## src/best_fit_chunk_allocator_top_defines.svh

```systemverilog
// ---------------------------------------------------------------------------
// Assertion macros for the best-fit chunk allocator
// ---------------------------------------------------------------------------
`ifndef BEST_FIT_CHUNK_ALLOCATOR_TOP_DEFINES_SVH
`define BEST_FIT_CHUNK_ALLOCATOR_TOP_DEFINES_SVH

// property checked on every clock, off during reset
`define BFCA_ASSERT(label, prop, msg) \
  label: assert property (@(posedge clk) disable iff (rst) prop) \
    else $error(msg);

// condition that must never hold
`define BFCA_NEVER(label, expr, msg) \
  `BFCA_ASSERT(label, !(expr), msg)

`endif

```

## src/bfca_pkg.sv

```systemverilog
// ---------------------------------------------------------------------------
// bfca_pkg
// Status codes, command codes and size classes of the chunk allocator.
// ---------------------------------------------------------------------------
package bfca_pkg;

  localparam logic [2:0] ST_REUSED     = 3'd0;
  localparam logic [2:0] ST_NEW        = 3'd1;
  localparam logic [2:0] ST_RELEASED   = 3'd2;
  localparam logic [2:0] ST_TOO_LARGE  = 3'd3;
  localparam logic [2:0] ST_HEAP_OUT   = 3'd4;
  localparam logic [2:0] ST_NONE_ALLOC = 3'd5;
  localparam logic [2:0] ST_TABLE_FULL = 3'd6;

  localparam logic CMD_ALLOC   = 1'b0;
  localparam logic CMD_RELEASE = 1'b1;

  localparam int SIZE_W = 10;

  localparam logic [SIZE_W-1:0] CLASS_32  = 10'd32;
  localparam logic [SIZE_W-1:0] CLASS_64  = 10'd64;
  localparam logic [SIZE_W-1:0] CLASS_128 = 10'd128;
  localparam logic [SIZE_W-1:0] CLASS_256 = 10'd256;
  localparam logic [SIZE_W-1:0] CLASS_512 = 10'd512;
  localparam logic [SIZE_W-1:0] MAX_REQ   = CLASS_512;

  localparam int HEAP_W = 21;
  localparam logic [HEAP_W-1:0] HEAP_LIMIT_RST = 21'd1048576;

  localparam int OUT_ADDR_W = 20;

  typedef struct packed {
    logic [2:0]            status;
    logic [OUT_ADDR_W-1:0] addr;
    logic [SIZE_W-1:0]     size;
    logic [SIZE_W-1:0]     used;
  } result_t;

  function automatic logic [SIZE_W-1:0] class_of(input logic [SIZE_W-1:0] sz);
    logic [SIZE_W-1:0] c;
    if (sz <= CLASS_32) c = CLASS_32;
    else if (sz <= CLASS_64) c = CLASS_64;
    else if (sz <= CLASS_128) c = CLASS_128;
    else if (sz <= CLASS_256) c = CLASS_256;
    else c = CLASS_512;
    return c;
  endfunction

endpackage

```

## src/bfca_ram.sv

```systemverilog
// ---------------------------------------------------------------------------
// bfca_ram
// Simple dual-port RAM: one write port, one read port, registered read.
// ---------------------------------------------------------------------------
module bfca_ram #(
  parameter int WIDTH = 8,
  parameter int DEPTH = 64
) (
  input  logic                                     clk,
  input  logic                                     we,
  input  logic [(DEPTH > 1 ? $clog2(DEPTH) : 1)-1:0] waddr,
  input  logic [WIDTH-1:0]                         wdata,
  input  logic [(DEPTH > 1 ? $clog2(DEPTH) : 1)-1:0] raddr,
  output logic [WIDTH-1:0]                         rdata
);

  logic [WIDTH-1:0] mem [DEPTH];

  always_ff @(posedge clk) begin
    if (we) begin
      mem[waddr] <= wdata;
    end
    rdata <= mem[raddr];
  end

endmodule

```

## src/best_fit_chunk_allocator_top.sv

```systemverilog
// Path per command: rejects go DISPATCH, EMIT; releases DISPATCH, REL_TBL, REL_OUT, EMIT;
//   allocations DISPATCH, SCAN, then SHIFT on reuse or BUMP_ALLOC for a new chunk, then EMIT.
// One command at a time: the next is accepted in IDLE, which EMIT enters as it raises
//   m_tvalid; a held result stalls the next one in EMIT.
// Reset (rst, synchronous): counters, pointers and heap_limit cleared to reset
//   values at once; RAM contents are not cleared and need no clearing pass.
// ---------------------------------------------------------------------------
// best_fit_chunk_allocator_top
// Best-fit allocator command engine: free list, allocated stack and chunk
// table held in RAMs, walked by a sequencer.
// ---------------------------------------------------------------------------
`include "best_fit_chunk_allocator_top_defines.svh"

module best_fit_chunk_allocator_top #(
  parameter int MAX_CHUNKS = 64,
  parameter int ADDR_BITS  = 20
) (
  input  logic         clk,
  input  logic         rst,
  input  logic         s_tvalid,
  output logic         s_tready,
  input  logic [15:0]  s_tdata,   // cmd, req_size
  output logic         m_tvalid,
  input  logic         m_tready,
  output logic [111:0] m_tdata,   // status, chunk_addr, chunk_size, used_size,
                                  // alloc_count, release_count
  input  logic         cfg_wen,
  input  logic [20:0]  cfg_wdata  // heap_limit
);

  import bfca_pkg::*;

  localparam int IW  = $clog2(MAX_CHUNKS);
  localparam int CW  = $clog2(MAX_CHUNKS + 1);
  localparam int LW  = ((ADDR_BITS > HEAP_W) ? ADDR_BITS : HEAP_W) + 2;
  localparam int BW  = ADDR_BITS + 1;
  localparam int TW  = ADDR_BITS + SIZE_W;
  localparam logic [CW-1:0] MAX_C = CW'(MAX_CHUNKS);
  localparam logic [LW-1:0] SPAN  = LW'(1) << ADDR_BITS;

  typedef enum logic [3:0] {
    IDLE, DISPATCH, REL_TBL, REL_OUT, SCAN, SHIFT, BUMP_ALLOC, EMIT
  } state_t;

  state_t state;

  logic              cmd;
  logic [SIZE_W-1:0] req;
  logic [HEAP_W-1:0] heap_limit;

  logic [CW-1:0] chunks_created, alloc_depth, free_count;
  logic [BW-1:0] bump;
  logic [31:0]   new_cnt, rel_cnt;

  // scan pipeline
  logic [CW-1:0]     scan_i, p1_pos, p2_pos;
  logic              p1_v, p2_v;
  logic [IW-1:0]     p2_c;
  logic              found;
  logic [CW-1:0]     best_pos;
  logic [IW-1:0]     best_c;
  logic [SIZE_W-1:0] best_size;
  logic [ADDR_BITS-1:0] best_addr;

  // compaction
  logic [CW-1:0] sh_i, sh_wpos;
  logic          sh_v;

  result_t res;

  logic [2:0]            out_status;
  logic [OUT_ADDR_W-1:0] out_addr;
  logic [SIZE_W-1:0]     out_size, out_used;
  logic [31:0]           out_alloc, out_rel;

  // RAM ports
  logic          fl_we, stk_we, tbl_we;
  logic [IW-1:0] fl_waddr, fl_wdata, fl_raddr, fl_rdata;
  logic [IW-1:0] stk_waddr, stk_wdata, stk_raddr, stk_rdata;
  logic [IW-1:0] tbl_waddr, tbl_raddr;
  logic [TW-1:0] tbl_wdata, tbl_rdata;

  logic [SIZE_W-1:0]    tbl_size;
  logic [ADDR_BITS-1:0] tbl_addr;
  logic [SIZE_W-1:0]    cls;
  logic [LW-1:0]        lim, need, lim_ext;
  logic                 sh_more, sh_done, scan_done, new_ok, table_full, heap_out;

  assign tbl_size = tbl_rdata[SIZE_W-1:0];
  assign tbl_addr = tbl_rdata[TW-1:SIZE_W];
  assign cls      = class_of(req);
  assign lim_ext  = LW'(heap_limit);
  assign lim      = (lim_ext > SPAN) ? SPAN : lim_ext;
  assign need     = LW'(bump) + LW'(cls);

  assign table_full = (chunks_created >= MAX_C);
  assign heap_out   = (need > lim);
  assign new_ok     = !table_full && !heap_out;
  assign sh_more    = ((CW + 1)'(sh_i) + (CW + 1)'(1)) < (CW + 1)'(free_count);
  assign sh_done    = !sh_more && !sh_v;
  assign scan_done  = (scan_i == free_count) && !p1_v && !p2_v;

  assign s_tready = (state == IDLE);

  assign m_tdata = {5'd0, out_rel, out_alloc, out_used, out_size, out_addr, out_status};

  always_comb begin
    fl_we     = 1'b0;
    fl_waddr  = '0;
    fl_wdata  = '0;
    fl_raddr  = '0;
    stk_we    = 1'b0;
    stk_waddr = IW'(alloc_depth);
    stk_wdata = '0;
    stk_raddr = '0;
    tbl_we    = 1'b0;
    tbl_waddr = IW'(chunks_created);
    tbl_wdata = {bump[ADDR_BITS-1:0], cls};
    tbl_raddr = '0;
    case (state)
      DISPATCH: begin
        stk_raddr = IW'(alloc_depth - CW'(1));
      end
      REL_TBL: begin
        tbl_raddr = stk_rdata;
        if (free_count < MAX_C) begin
          fl_we    = 1'b1;
          fl_waddr = IW'(free_count);
          fl_wdata = stk_rdata;
        end
      end
      SCAN: begin
        fl_raddr  = IW'(scan_i);
        tbl_raddr = fl_rdata;
      end
      SHIFT: begin
        fl_raddr  = IW'(sh_i + CW'(1));
        fl_we     = sh_v;
        fl_waddr  = IW'(sh_wpos);
        fl_wdata  = fl_rdata;
        stk_we    = sh_done && (alloc_depth < MAX_C);
        stk_wdata = best_c;
      end
      BUMP_ALLOC: begin
        tbl_we    = new_ok;
        stk_we    = new_ok && (alloc_depth < MAX_C);
        stk_wdata = IW'(chunks_created);
      end
      default: begin
      end
    endcase
  end

  bfca_ram #(.WIDTH(IW), .DEPTH(MAX_CHUNKS)) u_free_list (
    .clk(clk), .we(fl_we), .waddr(fl_waddr), .wdata(fl_wdata),
    .raddr(fl_raddr), .rdata(fl_rdata)
  );

  bfca_ram #(.WIDTH(IW), .DEPTH(MAX_CHUNKS)) u_alloc_stack (
    .clk(clk), .we(stk_we), .waddr(stk_waddr), .wdata(stk_wdata),
    .raddr(stk_raddr), .rdata(stk_rdata)
  );

  bfca_ram #(.WIDTH(TW), .DEPTH(MAX_CHUNKS)) u_chunk_table (
    .clk(clk), .we(tbl_we), .waddr(tbl_waddr), .wdata(tbl_wdata),
    .raddr(tbl_raddr), .rdata(tbl_rdata)
  );

  always_ff @(posedge clk) begin
    if (rst) begin
      state          <= IDLE;
      heap_limit     <= HEAP_LIMIT_RST;
      chunks_created <= '0;
      alloc_depth    <= '0;
      free_count     <= '0;
      bump           <= '0;
      new_cnt        <= '0;
      rel_cnt        <= '0;
      m_tvalid       <= 1'b0;
      p1_v           <= 1'b0;
      p2_v           <= 1'b0;
      sh_v           <= 1'b0;
      found          <= 1'b0;
    end else begin
      if (cfg_wen) begin
        heap_limit <= cfg_wdata;
      end
      if (m_tvalid && m_tready && (state != EMIT)) begin
        m_tvalid <= 1'b0;
      end
      case (state)
        IDLE: begin
          if (s_tvalid) begin
            cmd   <= s_tdata[0];
            req   <= s_tdata[10:1];
            state <= DISPATCH;
          end
        end
        DISPATCH: begin
          if (cmd == CMD_RELEASE) begin
            if (alloc_depth == '0) begin
              res   <= '{ST_NONE_ALLOC, '0, '0, '0};
              state <= EMIT;
            end else begin
              state <= REL_TBL;
            end
          end else if (req > MAX_REQ) begin
            res   <= '{ST_TOO_LARGE, '0, '0, '0};
            state <= EMIT;
          end else begin
            scan_i <= '0;
            p1_v   <= 1'b0;
            p2_v   <= 1'b0;
            found  <= 1'b0;
            state  <= SCAN;
          end
        end
        REL_TBL: begin
          alloc_depth <= alloc_depth - CW'(1);
          if (free_count < MAX_C) begin
            free_count <= free_count + CW'(1);
          end
          rel_cnt <= rel_cnt + 32'd1;
          state   <= REL_OUT;
        end
        REL_OUT: begin
          res   <= '{ST_RELEASED, OUT_ADDR_W'(tbl_addr), tbl_size, '0};
          state <= EMIT;
        end
        SCAN: begin
          if (scan_done) begin
            if (found) begin
              sh_i  <= best_pos;
              sh_v  <= 1'b0;
              state <= SHIFT;
            end else begin
              state <= BUMP_ALLOC;
            end
          end else begin
            if (scan_i < free_count) begin
              p1_v   <= 1'b1;
              p1_pos <= scan_i;
              scan_i <= scan_i + CW'(1);
            end else begin
              p1_v <= 1'b0;
            end
            p2_v   <= p1_v;
            p2_pos <= p1_pos;
            p2_c   <= fl_rdata;
            // strict less-than keeps the earliest of equal sizes
            if (p2_v && (tbl_size >= req) && (!found || (tbl_size < best_size))) begin
              found     <= 1'b1;
              best_size <= tbl_size;
              best_pos  <= p2_pos;
              best_c    <= p2_c;
              best_addr <= tbl_addr;
            end
          end
        end
        SHIFT: begin
          if (sh_done) begin
            free_count <= free_count - CW'(1);
            if (alloc_depth < MAX_C) begin
              alloc_depth <= alloc_depth + CW'(1);
            end
            res   <= '{ST_REUSED, OUT_ADDR_W'(best_addr), best_size, req};
            state <= EMIT;
          end else begin
            sh_v    <= sh_more;
            sh_wpos <= sh_i;
            if (sh_more) begin
              sh_i <= sh_i + CW'(1);
            end
          end
        end
        BUMP_ALLOC: begin
          if (table_full) begin
            res <= '{ST_TABLE_FULL, '0, '0, '0};
          end else if (heap_out) begin
            res <= '{ST_HEAP_OUT, '0, '0, '0};
          end else begin
            chunks_created <= chunks_created + CW'(1);
            bump           <= BW'(need);
            new_cnt        <= new_cnt + 32'd1;
            if (alloc_depth < MAX_C) begin
              alloc_depth <= alloc_depth + CW'(1);
            end
            res <= '{ST_NEW, OUT_ADDR_W'(bump[ADDR_BITS-1:0]), cls, req};
          end
          state <= EMIT;
        end
        EMIT: begin
          if (!m_tvalid || m_tready) begin
            m_tvalid   <= 1'b1;
            out_status <= res.status;
            out_addr   <= res.addr;
            out_size   <= res.size;
            out_used   <= res.used;
            out_alloc  <= new_cnt;
            out_rel    <= rel_cnt;
            state      <= IDLE;
          end
        end
        default: begin
          state <= IDLE;
        end
      endcase
    end
  end

  // every created chunk is either free or allocated
  `BFCA_ASSERT(a_chunk_balance,
    ((CW + 1)'(free_count) + (CW + 1)'(alloc_depth)) == (CW + 1)'(chunks_created),
    "free plus allocated chunks differ from created chunks")

  `BFCA_NEVER(a_bump_in_span, (LW'(bump) > SPAN), "bump pointer beyond heap span")

  `BFCA_ASSERT(a_accept_dispatch, (s_tvalid && s_tready) |=> (state == DISPATCH),
    "accepted transaction not dispatched")

  `BFCA_ASSERT(a_result_from_emit, $rose(m_tvalid) |-> ($past(state) == EMIT),
    "result raised outside emit")

endmodule
```

## config.mk

```make
export PLATFORM = sky130hd
export DESIGN_NAME = best_fit_chunk_allocator_top
export DESIGN_NICKNAME = d
export VERILOG_FILES = /design/src/bfca_pkg.sv /design/src/bfca_ram.sv /design/src/best_fit_chunk_allocator_top.sv
export VERILOG_INCLUDE_DIRS = /design/src /design/src/src
export SDC_FILE = /design/constraint.sdc
export NUM_CORES = 2
export LEC_CHECK = 0
export BUFFER_PORTS_ARGS = -buffer_cell sky130_fd_sc_hd__buf_4
export CAP_MARGIN = 20
export CORE_MARGIN = 5
export CORE_UTILIZATION = 54
export DETAILED_ROUTE_END_ITERATION = 16
export GPL_TIMING_DRIVEN = 0
export PLACE_DENSITY = 0.72
export SYNTH_ARGS = -nofsm -noshare
export SYNTH_HDL_FRONTEND = slang
export SYNTH_SLANG_ARGS = --single-unit
```

## constraint.sdc

```tcl
create_clock -name clk -period 10.6 [get_ports clk]
set_input_delay 2.12 -clock clk [delete_from_list [all_inputs] [get_ports clk]]
set_output_delay 2.12 -clock clk [all_outputs]
set_load 0.05 [all_outputs]
```

Yosys cells after proc, flatten, opt, wreduce, memory -nomap -nowiden
Memories as Yosys holds them, arrays and structs flattened. A register that Yosys moved wholly into a read port is not among the register bits.
Index checks and enable logic that the tools add are counted.
- input bits: 42
- flip-flop bits (word level): 380
- memories: 3
- memory bits (writable): 2688
- logic and storage cells: 212
- muxes and demuxes: 74
- $lt $le $gt $ge: 14
- equality and inequality tests: 26
- $add $sub $neg: 11
- bitwise logic cells: 5
- reductions and logical operators: 44
- memories (name ; depth ; width ; rd ports ; clocked after Yosys merged registers in ; write ports ; RTL line ; text):
    u_chunk_table.mem ; 64 ; 30 ; 1 ; 1 ; 1 ; bfca_ram.sv:17 ; logic [WIDTH-1:0] mem [DEPTH];
    u_alloc_stack.mem ; 64 ; 6 ; 1 ; 1 ; 1 ; bfca_ram.sv:17 ;
    u_free_list.mem ; 64 ; 6 ; 1 ; 1 ; 1 ; bfca_ram.sv:17 ;
- operators with widths (kind ; number):
    $mux W43 ; 6
    $pmux W43 S4 ; 1
    $mux W7 ; 14
    $add A32 B1 Y32 const B ; 2
    $pmux W6 S2 ; 5
    $pmux W7 S2 ; 3
    $mux W10 ; 4
    $add A7 B1 Y7 const B ; 5
    $ne A2 B2 Y1 const B ; 15
    $pmux W4 S7 ; 1
    $reduce_and A4 Y1 ; 6
    $add A21 B10 Y22 ; 1
    $gt A22 B21 Y1 ; 1
    $gt A21 B21 Y1 const B ; 1
    $mux W1 ; 21
    $mux W21 ; 1
    $pmux W7 S3 ; 1
    $mux W4 ; 5
    $mux W6 ; 3
    $reduce_and A3 Y1 ; 6
    $eq A4 B3 Y1 const B ; 4
    $lt A7 B7 Y1 const B ; 2
    $sub A7 B1 Y7 const B ; 2
    $pmux W1 S2 ; 6
    30 further kinds ; 58

Depth between registers and ports, before layout
- depth in word-level cells: 13
- gate-level depth with buffers: 25
- gate-level depth less buffers: 22

By module
Synthesis repeated with hierarchy kept, for this count alone.
- cells, all modules: 6228
- area, all modules: 121067.4 um^2
- by module, submodules not included (module ; cells each ; instances ; seq. area each (um^2) ; area an instance (um^2)):
    bfca_ram at u_chunk_table ; 3309 ; 1 ; 58255.9 ; 73969.7
    best_fit_chunk_allocator_top ; 1470 ; 1 ; 9929.5 ; 16666.0
    bfca_ram at u_free_list ; 720 ; 1 ; 11651.2 ; 15225.9
    bfca_ram at u_alloc_stack ; 729 ; 1 ; 11651.2 ; 15205.8

Worst setup path after synthesis
Ideal clock, no wire load.
- path kind: input-to-reg
- from: in rst
- to: reg out_addr[10] (enable)
- stages on the path: 3
- arrival: 9146 ps
- slack: 783 ps
- setup time: 672 ps
- data required time: 9928 ps
- cells stage by stage: clkbuf_1 clkbuf_1 nor3_1
- longest elaborated chain between the ends: 2
- ends and longest elaborated chain (what ; RTL line ; text):
    from (decl) ; best_fit_chunk_allocator_top.sv:19 ; input logic rst,
    $not A1 Y1 (no source line) ; -- ;
    $reduce_and A3 Y1 (no source line) ; -- ;
    to (signal assigned) ; best_fit_chunk_allocator_top.sv:296 ; out_addr <= res.addr;
    to (decl) ; best_fit_chunk_allocator_top.sv:72 ; logic [OUT_ADDR_W-1:0] out_addr;
Every way passes these cells.
A chain may end at the register's enable or synchronous reset.

Final worst setup path
- from: reg req[1]
- to: mem u_chunk_table.mem[44][23] (netlist name) (enable)
- elaborated cells between the ends (all ways): 15
- classes of those cells: add/sub (1); order compare (5); mux (7); reduce/logical (2)
- RTL lines (what ; RTL line ; text):
    from (decl) ; best_fit_chunk_allocator_top.sv:48 ; logic [SIZE_W-1:0] req;
    from (signal assigned) ; best_fit_chunk_allocator_top.sv:195 ; req <= s_tdata[10:1];
    $le A10 B8 Y1 ; bfca_pkg.sv:43 ; else if (sz <= CLASS_128) c = CLASS_128;
    $mux W10 ; bfca_pkg.sv:43 ;
    $mux W10 ; bfca_pkg.sv:42 ; else if (sz <= CLASS_64) c = CLASS_64;
    $mux W10 (*) ; bfca_pkg.sv:41 ; if (sz <= CLASS_32) c = CLASS_32;
    via cls[6] ; best_fit_chunk_allocator_top.sv:85 ; logic [SIZE_W-1:0] cls;
    $add A21 B10 Y22 (*) ; best_fit_chunk_allocator_top.sv:94 ; assign need = LW'(bump) + LW'(cls);
    via need[18] ; best_fit_chunk_allocator_top.sv:86 ; logic [LW-1:0] lim, need, lim_ext;
    $gt A22 B21 Y1 (*) ; best_fit_chunk_allocator_top.sv:97 ; assign heap_out = (need > lim);
    $logic_not A1 Y1 (*) ; best_fit_chunk_allocator_top.sv:98 ; assign new_ok = !table_full && !heap_out;
    $logic_and A1 B1 Y1 (*) ; best_fit_chunk_allocator_top.sv:98 ;
    $mux W1 (*) ; best_fit_chunk_allocator_top.sv:120 ; case (state)
    $mux W1 (*) ; bfca_ram.sv:20 ; if (we) begin
    $mux W1 (not written as such) (*) ; bfca_ram.sv:21 ; mem[waddr] <= wdata;
    to (decl) ; bfca_ram.sv:17 ;
Mark *: on every way through the listed nets, which the timed path passes. The rest lies on a longest branch.

==> results.toml <==
[timing]
finalCritPeriodShare_pct = 89.42
max_slew_margin_pct = 13.47
period_needed_ns = 9.478
finalHoldViolCount = 0
fmax_mhz = 105.5
tightest_slew_ns = 1.288
rsz0062_at_grt = "no"
hold-worst-slack_ns = 0.4181
final-max-slew-violation-count = 0
setup_violations = 0
finClkSkew_ns = 0.03037

[floorplan]
num_rows = 155
dieHeight_um = 433.3
initial_core_util_pct = 54.23
core_area_mm2 = 0.1784
die_area_mm2 = 0.1877
die_width_um = 433.3
io_pins = 156

[cts]
ctsHtreeMaxLevel = 4
cts_resized = 0
clockBufferDepth = 3
postCtsSetupRepairBufs = 0
cts_buffers = 233
hold_buffers = 0
clock_latency_ns = 0.86
clkTransAtPathRegs_ns = 0.06
cts_tree = "done"
clkSinkCount = 2424
clockRootBuffer = "clkbuf_16"

[place]
place_inst = 8620
port_buffers = 134
gp_congestion = 0.9878
hpwl_mm = 178.6

[worst_setup_path]
arrival_ns = 10.04
startpoint_type = "register"
r2r_cells = 24
worstSetupPathDepth = 24
critPathMaxStageDelay_ns = 1.03
r2r-end = "u_chunk_table.mem[44][23]"
crit_chain = "nor3_1 -> and3_1 -> nand2_1 -> o21ai_0 -> and3_2 -> ha_1 -> a21o_1 -> o221ai_1 -> a311oi_2 -> o311ai_1 -> nor2_4 -> nand2_1 -> xnor2_1 -> ha_1 -> and4_1 -> nand3_1 -> nor2_1 -> a21o_1 -> o31a_1 -> nor3_4 -> buf_2 -> nand3_1 -> nor2_2 -> buf_6"
worstReg2RegStart = "req[1]"
path_class = "reg -> reg"
path_max_fanout = 19
crit_path_end = "u_chunk_table.mem[44][23]"
crit_family = "simple AND/OR/NAND/NOR gates"
cp-startpoint = "req[1]"
crit_required_ns = 11.16
ff2ff_setup_slack_ns = 1.12
cp_slowest_cell = "nor2_2"
end_kind = "register"
critPathBufInv = 2

[yosys]
syn_avg_cell_area_um2 = 16.16
async_reset_ff_share_pct = 0
yosysWarningCount = 0
synth.distinct_cells = 96
yosys.area.top_type = "edfxtp_1"
syn_inst = 5988
synth_top_cell_area_share_pct = 70.20
synth_edf_count = 2262
seq_area_frac_synth_pct = 73.55
synth_ff_type = "edfxtp_1"
synth_area_leaders = "edfxtp_1, mux4_2, dfxtp_1, nand2_1, nor2_1"
synth-seq-cells = 2424
syn-cell-area_mm2 = 0.09676

[worst_hold_path]
whs_path_depth = 0
hp-class = "reg -> reg"

[global_routing]
grt_pass1_vias = 56901
grt_max_degree = 72
grt-ovfl-total = 0
antenna_found_initial = 9
grt_pass1_wl_mm = 385.0
grt_usage_pct = 28.26

[route]
drc_errors = 0
wl_per_cell_um = 29.33
ant_nets = 0
wirelength_mm = 266.3
via_count = 58090
firstDrtPassIters = 7
drtIter0Drc = 7651
vias_per_cell = 6.399

[layout]
area_growth_pct = 14.88
regArea_mm2 = 0.07121
drive_gt1_share_pct = 18.27
fin_cells = 9078
finalNetCount = 6609
nFillCells = 12481
multiInputGateArea_mm2 = 0.02404

[power_and_ir_drop]
vdd_drop_max_mv = 0.1963
p_per_area_mw_per_mm2 = 243.7
cellLeakagePower_nw = 36.31

[run]
cap_violations = 0

[run_status]
outcome = "completed"
==> where the power goes <==
part	switching (mW)	internal [mW]	leakage, nW
combinational	5.17	2.52	10.4
clock	3.60	4.94	3.87
sequential	0.145	10.7	22.1
total	8.91	18.2	36.3
==> metrics by stage <==
stage	TNS [ns]	total power [mW]	setup WS (ns)	area, um^2	utilization, %
3_3_place_gp	-1423.01	18.34	-4.354	100800	56.47
6_report	0	27.09	1.122	111200	62.30
5_1_grt	0	27.88	0.8945	111100	62.29
2_1_floorplan	0	15.51	0.7828	96810	-
4_1_cts	0	26.92	1.313	111100	62.25
3_5_place_dp	0	18.48	1.369	103200	57.82
==> state kept, by name, indices dropped and copies added (netlist names), 32 cells and up <==
signal and flops:
res 33, u_chunk_table.mem 1280, out_rel 32, u_alloc_stack.mem 384, u_free_list.mem 384, rel_cnt 32, out_alloc 32, new_cnt 32
==> how the worst min path moves through the flow <==
stage | from | end
3_5_place_dp | res[26] | out_addr[6]
6_report | res[9] | out_used[9]
4_1_cts | p2_c[0] | best_c[0]
5_1_grt | p2_c[3] | best_c[3]
3_3_place_gp | p2_pos[0] | best_pos[0]
2_1_floorplan | p2_c[0] | best_c[0]
==> kinds of logic after synthesis <==
family | share of synthesized area [%]
AO/OA/AOI/OAI | 5.717
flip-flops | 73.55
other | 0.003876
buffers and inverters | 1.951
multiplexers | 9.009
AND/OR/NAND/NOR | 8.378
adder cells (fa/ha/maj) | 0.7526
XOR/XNOR | 0.6324
==> worst register-to-register path, stage by stage, from the launching register on <==
cell	delay, ns
edfxtp_1	0.41
nor3_1	0.75
and3_1	0.48
nand2_1	0.08
o21ai_0	0.09
and3_2	0.55
ha_1	0.33
a21o_1	0.18
o221ai_1	0.33
a311oi_2	0.17
o311ai_1	0.73
nor2_4	0.15
nand2_1	0.12
xnor2_1	0.15
ha_1	0.27
and4_1	0.18
nand3_1	0.10
nor2_1	0.07
a21o_1	0.18
o31a_1	0.44
nor3_4	0.73
buf_2	0.51
nand3_1	0.84
nor2_2	1.04
buf_6	0.27
==> final cells by class <==
| type | instances | share of cell area (%) |
|---|---|---|
| Sequential cell | 2424 | 64.07 |
| Multi-Input combinational cell | 3122 | 21.63 |
| Timing Repair Buffer | 273 | 2.824 |
| Tap cell | 2355 | 2.651 |
| Inverter | 72 | 0.2499 |
| Buffer | 384 | 1.449 |
| Antenna cell | 6 | 0.01351 |
| Clock buffer | 296 | 5.750 |
| Clock inverter | 146 | 1.368 |
==> per-layer routing <==
| layer | vias up | global-route usage, % | wire (um) | share of wire, % |
|---|---|---|---|---|
| li1 | 24556 | - | - | - |
| met1 | 29196 | 36.92 | 96070 | 36 |
| met2 | 3557 | 45.36 | 127100 | 48 |
| met3 | 777 | 5.254 | 25820 | 9.7 |
| met4 | 4 | 15.55 | 17260 | 6.5 |
| met5 | - | 0 | 29 | 0.011 |
==> synth_stat cells, types with 23 or more instances <==
cell / n
clkbuf_1: 246
a31oi_1: 83
dfxtp_1: 162
nand3_1: 185
a211oi_1: 91
mux2_2: 24
and2_1: 69
edfxtp_1: 2262
mux4_2: 334
nor3_1: 91
inv_1: 69
o21ai_0: 132
o211ai_1: 34
buf_2: 63
nand2_1: 794
nor2b_1: 32
ha_1: 55
o31ai_1: 23
a221o_1: 26
xnor2_1: 31
nor2_1: 276
and3_1: 115
a311oi_1: 88
buf_1: 55
o32ai_1: 27
or3_1: 66
xor2_1: 37
mux2i_1: 83
a21oi_1: 113
==> cell usage in the layout, fill, tap and decap left out, drive strengths merged, types with 15 or more instances in the layout <==
| cell type | instances |
|---|---|
| edfxtp | 2262 |
| nand2 | 794 |
| clkbuf | 547 |
| buf | 406 |
| mux4 | 334 |
| nor2 | 277 |
| nand3 | 190 |
| dfxtp | 162 |
| o21ai | 134 |
| and3 | 115 |
| a21oi | 114 |
| clkinv | 98 |
| nor3 | 94 |
| a211oi | 91 |
| a311oi | 89 |
| a31oi | 83 |
| mux2i | 83 |
| inv | 80 |
| and2 | 75 |
| or3 | 66 |
| ha | 55 |
| xor2 | 37 |
| o211ai | 34 |
| nor2b | 32 |
| xnor2 | 32 |
| mux2 | 31 |
| bufinv | 28 |
| o32ai | 27 |
| a221o | 26 |
| o31ai | 23 |
| nand4 | 23 |
| or4 | 22 |
| o22ai | 22 |
| a21o | 19 |
| a22oi | 16 |
| nor4 | 16 |
| a22o | 16 |
| a222oi | 15 |
| conb | 15 |
Power figures use the tool's default switching activity.
